$ cat config.mk
export PLATFORM = sky130hd
export DESIGN_NAME = bmp24_stream_to_rgba
export DESIGN_NICKNAME = d
export VERILOG_FILES = /design/src/hw/rtl/bmp24rgba_pkg.sv /design/src/hw/rtl/bmp24rgba_parser.sv /design/src/hw/rtl/bmp24_stream_to_rgba.sv
export SDC_FILE = /design/constraint.sdc
export NUM_CORES = 1
export LEC_CHECK = 0
export BUFFER_PORTS_ARGS = -buffer_cell sky130_fd_sc_hd__buf_2
export CORE_MARGIN = 2
export CORE_UTILIZATION = 60
export DETAILED_ROUTE_END_ITERATION = 10
export PLACE_DENSITY = 0.76
export SLEW_MARGIN = 20
export SYNTH_ARGS = -nofsm -noshare
export SYNTH_HDL_FRONTEND = slang
export SYNTH_SLANG_ARGS = --single-unit
$ cat constraint.sdc
create_clock -name clk -period 9.8 [get_ports clk]
set_input_delay 1.96 -clock clk [delete_from_list [all_inputs] [get_ports clk]]
set_output_delay 1.96 -clock clk [all_outputs]
set_load 0.05 [all_outputs]
$ cat src/hw/rtl/bmp24rgba_pkg.sv
// Shared types and constants for the 24-bit bitmap to RGBA stream decoder.
package bmp24rgba_pkg;

	// Default size limits for the decoded image
	localparam int unsigned DEF_MAX_WIDTH  = 4096;
	localparam int unsigned DEF_MAX_HEIGHT = 4096;

	// Header byte positions at which a little-endian word is complete
	localparam logic [31:0] POS_SIG_LAST    = 32'd1;
	localparam logic [31:0] POS_OFFSET_LAST = 32'h0a + 32'd3;
	localparam logic [31:0] POS_WIDTH_LAST  = 32'h12 + 32'd3;
	localparam logic [31:0] POS_HEIGHT_LAST = 32'h16 + 32'd3;
	localparam logic [31:0] HEADER_END      = 32'd26;

	// Signature bytes and the opaque alpha value
	localparam logic [7:0] SIG_B        = 8'h42;
	localparam logic [7:0] SIG_M        = 8'h4d;
	localparam logic [7:0] ALPHA_OPAQUE = 8'hff;

	typedef enum logic [1:0] {
		KIND_PIXEL      = 2'd0,
		KIND_BAD_SIG    = 2'd1,
		KIND_BAD_HEADER = 2'd2
	} result_kind_t;

	// One file byte transaction
	typedef struct packed {
		logic [7:0] file_byte;
		logic       file_start;
	} in_item_t;

	// One decoded result transaction
	typedef struct packed {
		result_kind_t result_kind;
		logic [23:0]  pixel_index;
		logic [7:0]   out_red;
		logic [7:0]   out_green;
		logic [7:0]   out_blue;
		logic [7:0]   out_alpha;
		logic [12:0]  image_width;
		logic [12:0]  image_height;
		logic         last_pixel;
	} result_t;

endpackage

$ cat src/hw/rtl/bmp24rgba_parser.sv
// Header parser and pixel assembler that turns one file byte into at most one result.
module bmp24rgba_parser #(
	parameter int unsigned MAX_WIDTH  = bmp24rgba_pkg::DEF_MAX_WIDTH,
	parameter int unsigned MAX_HEIGHT = bmp24rgba_pkg::DEF_MAX_HEIGHT
) (
	input  logic                   clk,
	input  logic                   arst_n,
	input  logic                   step,
	input  bmp24rgba_pkg::in_item_t item,
	input  logic [23:0]            color_key,
	output logic                   emit,
	output bmp24rgba_pkg::result_t result
);

	localparam int unsigned COL_W = $clog2(MAX_WIDTH + 1);
	localparam int unsigned ROW_W = $clog2(MAX_HEIGHT + 1);

	typedef enum logic [1:0] {
		PH_HEADER,
		PH_SKIP,
		PH_PIXEL,
		PH_IDLE
	} phase_t;

	phase_t             phase_q, phase_cur, phase_d;
	logic [31:0]        pos_q, pos_cur, pos_d;
	logic [31:0]        hword_q, hword_cur, hword_sh, hword_d;
	logic [31:0]        start_q, start_d;
	logic [COL_W-1:0]   width_q, width_d;
	logic [ROW_W-1:0]   height_q, height_d;
	logic [15:0]        pbytes_q, pbytes_d;
	logic [1:0]         bip_q, bip_d;
	logic [COL_W-1:0]   col_q, col_d, col_inc;
	logic [ROW_W-1:0]   row_q, row_d, row_inc;
	logic [1:0]         pad_q, pad_d;
	logic [23:0]        dest_q, dest_d;
	logic               run_pixel;
	logic [23:0]        color;
	logic               keyed;

	// Next-state and result logic for one byte
	always_comb begin
		// A start marker restarts the parse at byte zero of a new file
		pos_cur   = item.file_start ? '0 : pos_q;
		phase_cur = item.file_start ? PH_HEADER : phase_q;
		hword_cur = item.file_start ? '0 : hword_q;
		hword_sh  = {item.file_byte, hword_cur[31:8]};

		pos_d    = (pos_cur == '1) ? pos_cur : pos_cur + 32'd1;
		phase_d  = phase_cur;
		hword_d  = hword_cur;
		start_d  = start_q;
		width_d  = width_q;
		height_d = height_q;
		pbytes_d = pbytes_q;
		bip_d    = bip_q;
		col_d    = col_q;
		row_d    = row_q;
		pad_d    = pad_q;
		dest_d   = dest_q;
		col_inc  = col_q + COL_W'(1);
		row_inc  = row_q + ROW_W'(1);
		color    = {item.file_byte, pbytes_q};
		keyed    = (color == color_key);

		run_pixel = 1'b0;
		emit      = 1'b0;
		result    = '0;

		case (phase_cur)
			PH_HEADER: begin
				hword_d = hword_sh;
				if (pos_cur == bmp24rgba_pkg::POS_SIG_LAST) begin
					if (hword_sh[31:16] != {bmp24rgba_pkg::SIG_M, bmp24rgba_pkg::SIG_B}) begin
						emit               = 1'b1;
						result.result_kind = bmp24rgba_pkg::KIND_BAD_SIG;
						phase_d            = PH_IDLE;
					end
				end else if (pos_cur == bmp24rgba_pkg::POS_OFFSET_LAST) begin
					start_d = hword_sh;
					if (hword_sh < bmp24rgba_pkg::HEADER_END) begin
						emit               = 1'b1;
						result.result_kind = bmp24rgba_pkg::KIND_BAD_HEADER;
						phase_d            = PH_IDLE;
					end
				end else if (pos_cur == bmp24rgba_pkg::POS_WIDTH_LAST) begin
					if (hword_sh == '0 || hword_sh > 32'(MAX_WIDTH)) begin
						emit               = 1'b1;
						result.result_kind = bmp24rgba_pkg::KIND_BAD_HEADER;
						phase_d            = PH_IDLE;
					end else begin
						width_d = hword_sh[COL_W-1:0];
					end
				end else if (pos_cur == bmp24rgba_pkg::POS_HEIGHT_LAST) begin
					if (hword_sh == '0 || hword_sh > 32'(MAX_HEIGHT)) begin
						emit               = 1'b1;
						result.result_kind = bmp24rgba_pkg::KIND_BAD_HEADER;
						phase_d            = PH_IDLE;
					end else begin
						// Rows arrive bottom first, so start at the last row
						height_d = hword_sh[ROW_W-1:0];
						dest_d   = 24'(width_q) * (24'(hword_sh[ROW_W-1:0]) - 24'd1);
						col_d    = '0;
						row_d    = '0;
						bip_d    = '0;
						pad_d    = '0;
						phase_d  = PH_SKIP;
					end
				end
			end
			PH_SKIP: begin
				if (pos_cur >= start_q) begin
					phase_d   = PH_PIXEL;
					run_pixel = 1'b1;
				end
			end
			PH_PIXEL: begin
				run_pixel = 1'b1;
			end
			default: begin
			end
		endcase

		// Padding skip, pixel assembly and destination stepping
		if (run_pixel) begin
			if (pad_q != 2'd0) begin
				pad_d = pad_q - 2'd1;
			end else if (bip_q == 2'd0) begin
				pbytes_d = {pbytes_q[15:8], item.file_byte};
				bip_d    = 2'd1;
			end else if (bip_q == 2'd1) begin
				pbytes_d = {item.file_byte, pbytes_q[7:0]};
				bip_d    = 2'd2;
			end else begin
				bip_d               = 2'd0;
				emit                = 1'b1;
				result.result_kind  = bmp24rgba_pkg::KIND_PIXEL;
				result.pixel_index  = dest_q;
				result.out_red      = keyed ? 8'd0 : color[23:16];
				result.out_green    = keyed ? 8'd0 : color[15:8];
				result.out_blue     = keyed ? 8'd0 : color[7:0];
				result.out_alpha    = keyed ? 8'd0 : bmp24rgba_pkg::ALPHA_OPAQUE;
				result.image_width  = 13'(width_q);
				result.image_height = 13'(height_q);
				if (col_inc >= width_q) begin
					// End of a row: padding equals the width modulo four
					col_d = '0;
					row_d = row_inc;
					pad_d = 2'(width_q);
					if (row_inc >= height_q) begin
						result.last_pixel = 1'b1;
						phase_d           = PH_IDLE;
					end else begin
						dest_d = dest_q + 24'd1 - (24'(width_q) << 1);
					end
				end else begin
					col_d  = col_inc;
					dest_d = dest_q + 24'd1;
				end
			end
		end
	end

	// Parse state, advanced once per processed byte
	always_ff @(posedge clk or negedge arst_n) begin
		if (!arst_n) begin
			phase_q  <= PH_HEADER;
			pos_q    <= '0;
			hword_q  <= '0;
			start_q  <= '0;
			width_q  <= '0;
			height_q <= '0;
			pbytes_q <= '0;
			bip_q    <= '0;
			col_q    <= '0;
			row_q    <= '0;
			pad_q    <= '0;
			dest_q   <= '0;
		end else if (step) begin
			phase_q  <= phase_d;
			pos_q    <= pos_d;
			hword_q  <= hword_d;
			start_q  <= start_d;
			width_q  <= width_d;
			height_q <= height_d;
			pbytes_q <= pbytes_d;
			bip_q    <= bip_d;
			col_q    <= col_d;
			row_q    <= row_d;
			pad_q    <= pad_d;
			dest_q   <= dest_d;
		end
	end

endmodule

$ cat src/hw/rtl/bmp24_stream_to_rgba.sv
// 24-bit bitmap byte stream to RGBA pixel decoder with colour key.
// After its last byte is accepted, a result passes the input register,
// then the result register.
// Throughput: one file byte per cycle, held back only while the result
// register is full and stalled. Reset clears the parse to the start of a
// new file and sets the colour key to zero.
module bmp24_stream_to_rgba #(
	parameter int unsigned MAX_WIDTH  = bmp24rgba_pkg::DEF_MAX_WIDTH,
	parameter int unsigned MAX_HEIGHT = bmp24rgba_pkg::DEF_MAX_HEIGHT
) (
	input  logic                    clk,
	input  logic                    arst_n,
	input  logic                    cfg_write_en,
	input  logic [23:0]             cfg_write_data,
	input  logic                    byte_valid,
	output logic                    byte_stall,
	input  bmp24rgba_pkg::in_item_t byte_data,
	output logic                    result_valid,
	input  logic                    result_stall,
	output bmp24rgba_pkg::result_t  result_data
);

	logic                    valid_s1;
	bmp24rgba_pkg::in_item_t item_s1;
	logic                    valid_s2;
	bmp24rgba_pkg::result_t  result_s2;
	logic [23:0]             color_key_q;
	logic                    take_s2;
	logic                    step;
	logic                    emit;
	bmp24rgba_pkg::result_t  result_c;

	// Flow control: the result register drains or is empty
	assign take_s2    = !valid_s2 || !result_stall;
	assign step       = valid_s1 && take_s2;
	assign byte_stall = valid_s1 && !take_s2;

	bmp24rgba_parser #(
		.MAX_WIDTH  (MAX_WIDTH),
		.MAX_HEIGHT (MAX_HEIGHT)
	) u_parser (
		.clk       (clk),
		.arst_n    (arst_n),
		.step      (step),
		.item      (item_s1),
		.color_key (color_key_q),
		.emit      (emit),
		.result    (result_c)
	);

	// Control state: stage valid flags and the colour key register
	always_ff @(posedge clk or negedge arst_n) begin
		if (!arst_n) begin
			valid_s1    <= 1'b0;
			valid_s2    <= 1'b0;
			color_key_q <= '0;
		end else begin
			if (!byte_stall) begin
				valid_s1 <= byte_valid;
			end
			if (take_s2) begin
				valid_s2 <= step && emit;
			end
			if (cfg_write_en) begin
				color_key_q <= cfg_write_data;
			end
		end
	end

	// Payload registers for the input and result transactions
	always_ff @(posedge clk) begin
		if (byte_valid && !byte_stall) begin
			item_s1 <= byte_data;
		end
		if (step && emit) begin
			result_s2 <= result_c;
		end
	end

	assign result_valid = valid_s2;
	assign result_data  = result_s2;

endmodule

==> metrics.sh <==
STATIC_LEAKAGE_nW=11.44
ANTENNADIODECOUNT=0
CTS_TREE='yes'
NUMBER_OF_UNIQUE_STANDARD_CELL_TYPES_USED_BY_SYNTHESIS=86
MAX-CLOCK-PATH-BUFFERS=3
SYNTH-EDFF-COUNT=87
START_UTIL_PCT=60.54
POSTROUTEANTENNANETS=0
AREA_DELTA_SYNTH_FINAL_PCT=8.963
MAX_CAP_VIOLATIONS=0
DP_HPWL_UM=43860
DRCVIOLATIONCOUNT=0
FIN_WORST_HOLD_SLACK_PS=483.9
VDD_IR_DROP_MAX_V=0.0001410
LARGEST_NET_DEGREE_AT_THE_START_OF_GLOBAL_ROUTING=79
NETLIST_INSTANCES=2399
WIRELENGTH_UM=59750
MAX_FREQ_GHz=0.1266
ENDPOINT_KIND='flip-flop'
ROWS=71
CRITICAL_PATH.MAX_STAGE_DELAY_PS=770
SETUP_SLACK_OF_THE_CRITICAL_PATH_AFTER_LAYOUT_PS=1900
CRIT_REQUIRED_PS=10210
PERIOD_MINUS_SLACK_PS=7900
ASYNC_FLOP_SHARE_PCT=70.90
GRT_PASS1_VIAS=17730
GRT_FIRST_PASS_WIRELENGTH_UM=95750
WORST_SKEW_PAIR.LATE_LATENCY_PS=570
GRT_SETUP_UNREPAIRED='false'
H-TREE-DEPTH=2
PRECTSSETUPSLACK_PS=2052
CTS_MADE_BUFFERS=35
MIN-DELAY-PATH-CLASS='reg -> reg'
FINAL.PERIOD_UTILIZATION_PCT=80.61
CRITICAL_PATH.SLOWEST_CELL='a2111oi_0'
FP.DIEAREA_UM2=39310
POWER_AFTER_LAYOUT_mW=3.910
CRIT_PATH_CELL_TRACE='nor3_1 -> nand2_1 -> xnor2_1 -> nand2_1 -> nand2_1 -> fa_1 -> fa_1 -> fa_1 -> inv_1 -> fa_1 -> inv_1 -> fa_1 -> inv_1 -> ha_1 -> o21ai_0 -> nor2_1 -> a2111oi_0 -> o31ai_1 -> and4_1 -> or2_2 -> xor2_1 -> o21ai_0 -> a22oi_1'
DPL_CELL_AREA_UM2=23570
FINAL_CELL_COUNT_NO_FILL=3001
PATH_BUF_INV=3
FIN_WORST_SKEW_PS=24.61
GP_CONGESTION=0.9300
TIMING.FINAL.SETUP_VIOLATIONS=0
POSTCTSSETUPBUFFERS=0
GRTUSAGETOTAL_PCT=31.41
POSTSYNTHREGISTERBITS=299
FINAL_CORE_UTILIZATION_PCT=65.97
GLOBAL_ROUTE.OVERFLOW_TOTAL=0
TIMING.CRITICAL_PATH.FROM_TYPE='flip-flop'
DRT_FIRST_ITER_VIOLATIONS=1558
DRIVE_ABOVE_1_SHARE_PCT=11.04
CTSHOLDBUFFERS=0
CRIT_TYPE='reg -> reg'
ROUTEDWLPERCELL_UM=19.91
DRT-VIAS-PER-INSTANCE=5.991
SYNTH-SEQ-AREA-SHARE_PCT=34.97
PATH_CLK_SLEW_PS=60
HEIGHT_OF_THE_DIE_UM=198.3
POST_SYNTH_NET_TOTAL=2718
FIN_AREA_UM2=24670
PLACEDCELLCOUNT=2938
CRITPATHMAXFANOUT=15
RESIZE_COUNT_POST_CTS=0
HOLD_VIOLATIONS_FINAL=0
NUM_IO_PINS=125
CRITICAL_PATH_DATA_ARRIVAL_TIME_PS=8310
POWER_DENSITY_nW_PER_UM2=158.5
CLOCK_SINKS=299
CRITICAL-PATH-TOP-CELL-BY-COUNT='fa_1'
SYNTHFLOPTYPE='dfrtp_1'
DESIGN.FINAL.NETS=2783
OUTCOME='finished, final reports clean'
WORST-SLEW-PIN-TRANSITION_PS=1036
ANTENNA_FOUND_INITIAL=0
DRT-PASS1-ITER-COUNT=5
SYN_AREA_UM2=22640
PORT_BUFFERS=124
FINALMAXSLEWVIOLATIONS=0
CHIPWIDTH_UM=198.3
DR_TOTAL_VIAS=17980
SYNTH-WARNING-COUNT=0
CLOCKROOTBUFFER='clkbuf_16'
FIN_SETUP_TNS_PS=0
CP_DELAY_BY_FAMILY_TOP='adder cells'
CORE_AREA_UM2=37400
SLEW-LIMIT-HEADROOM_PCT=30.50
POSTSYNTHAREAPERCELL_UM2=9.438
state kept, by name, indices dropped and copies added (netlist names), 9 cells and up:
name and flops:
result_data 78, u_parser.pos_q 32, u_parser.start_q 32, color_key_q 24
u_parser.dest_q 24, u_parser.hword_q 24, u_parser.pbytes_q 16, u_parser.col_q 13
u_parser.height_q 13, u_parser.row_q 13, u_parser.width_q 13, item_s1 9
power by group:
group | total (mW) | switching [mW] | internal, mW
clock network | 1.27 | 0.555 | 0.719
registers | 1.56 | 0.159 | 1.40
logic | 1.08 | 0.761 | 0.314
cell families (layout without fill, tap and decap cells):
logic type | after synthesis | after routing | synth area share, %
buffers and inverters | 414 | 505 | 7.261
muxes | 56 | 56 | 2.746
adders and majority gates | 281 | 281 | 20.70
DFF | 299 | 299 | 34.97
xor gates and xnor gates | 140 | 140 | 5.416
AOI/OAI and AO/OA | 430 | 430 | 11.85
and+or+nand+nor | 779 | 779 | 17.05
final cells by class:
cell class / count / area, um2
clock buffer: 50 / 962.2
fill: 2962 / 12730
timing repair buffer: 144 / 780.7
multi-input combinational: 1686 / 13120
tap: 511 / 639.4
sequential: 299 / 7918
inverter: 298 / 1119
clock inverter: 13 / 132.6
worst paths after layout:
check	start	endpoint	slack, ps	depth (start not counted)
setup / recovery	u_parser.hword_q[8]	u_parser.dest_q[20]	1900	23
hold / removal	u_parser.start_q[5]	u_parser.start_q[5]	480	2
setup reg to reg	u_parser.hword_q[8]	u_parser.dest_q[20]	1900	23
hold reg to reg	u_parser.start_q[5]	u_parser.start_q[5]	480	2
max in group asynchronous	arst_n	u_parser.col_q[3]	7030	2
min in group asynchronous	arst_n	u_parser.pos_q[30]	1320	1
routing by layer:
metal | track usage [%] | vias up | share of wire (%) | wire (um)
li1 | - | 8185 | - | -
met1 | 43.18 | 8873 | 42 | 25360
met2 | 49.62 | 759 | 47 | 27810
met3 | 4.786 | 161 | 6.9 | 4150
met4 | 13.87 | 0 | 4.1 | 2422
met5 | 0 | - | 0 | 0
cells in the mapped netlist, types with 45 or more instances:
cell type  instances  area, um2
clkbuf_1          82      307.8
xor2_1            67      586.8
nor2b_1           52      325.3
inv_1            297       1115
fa_1             156       3123
mux2_2            49      551.8
edfxtp_1          87       2613
xnor2_1           73      639.4
a21oi_1          144      720.7
nand2_1          288       1081
and2_1            59      369.1
nand3_1           45      225.2
nor2_1           149      559.3
ha_1             125       1564
dfrtp_1          212       5305
o21ai_0          102      510.5
layout by cell type, fill, tap and decap left out, types with 24 or more instances in the layout:
cell	count
xor2_1	67
inv_1	296
ha_1	125
nand3_1	45
edfxtp_1	87
nor2_1	148
a21oi_1	143
nand2_1	286
clkbuf_16	35
o21ai_1	24
xnor2_1	73
dfrtp_1	212
and3_1	30
o21ai_0	102
buf_2	123
fa_1	156
nor3_1	30
and2_1	59
mux2_2	49
nor2b_1	52
nand4_1	32
tightest hold or removal path, cell delays in order, from the launching register on:
cell and delay [ps]:
dfrtp_1 340, nand2_1 50, o21ai_0 60
Power figures use the tool's default switching activity.
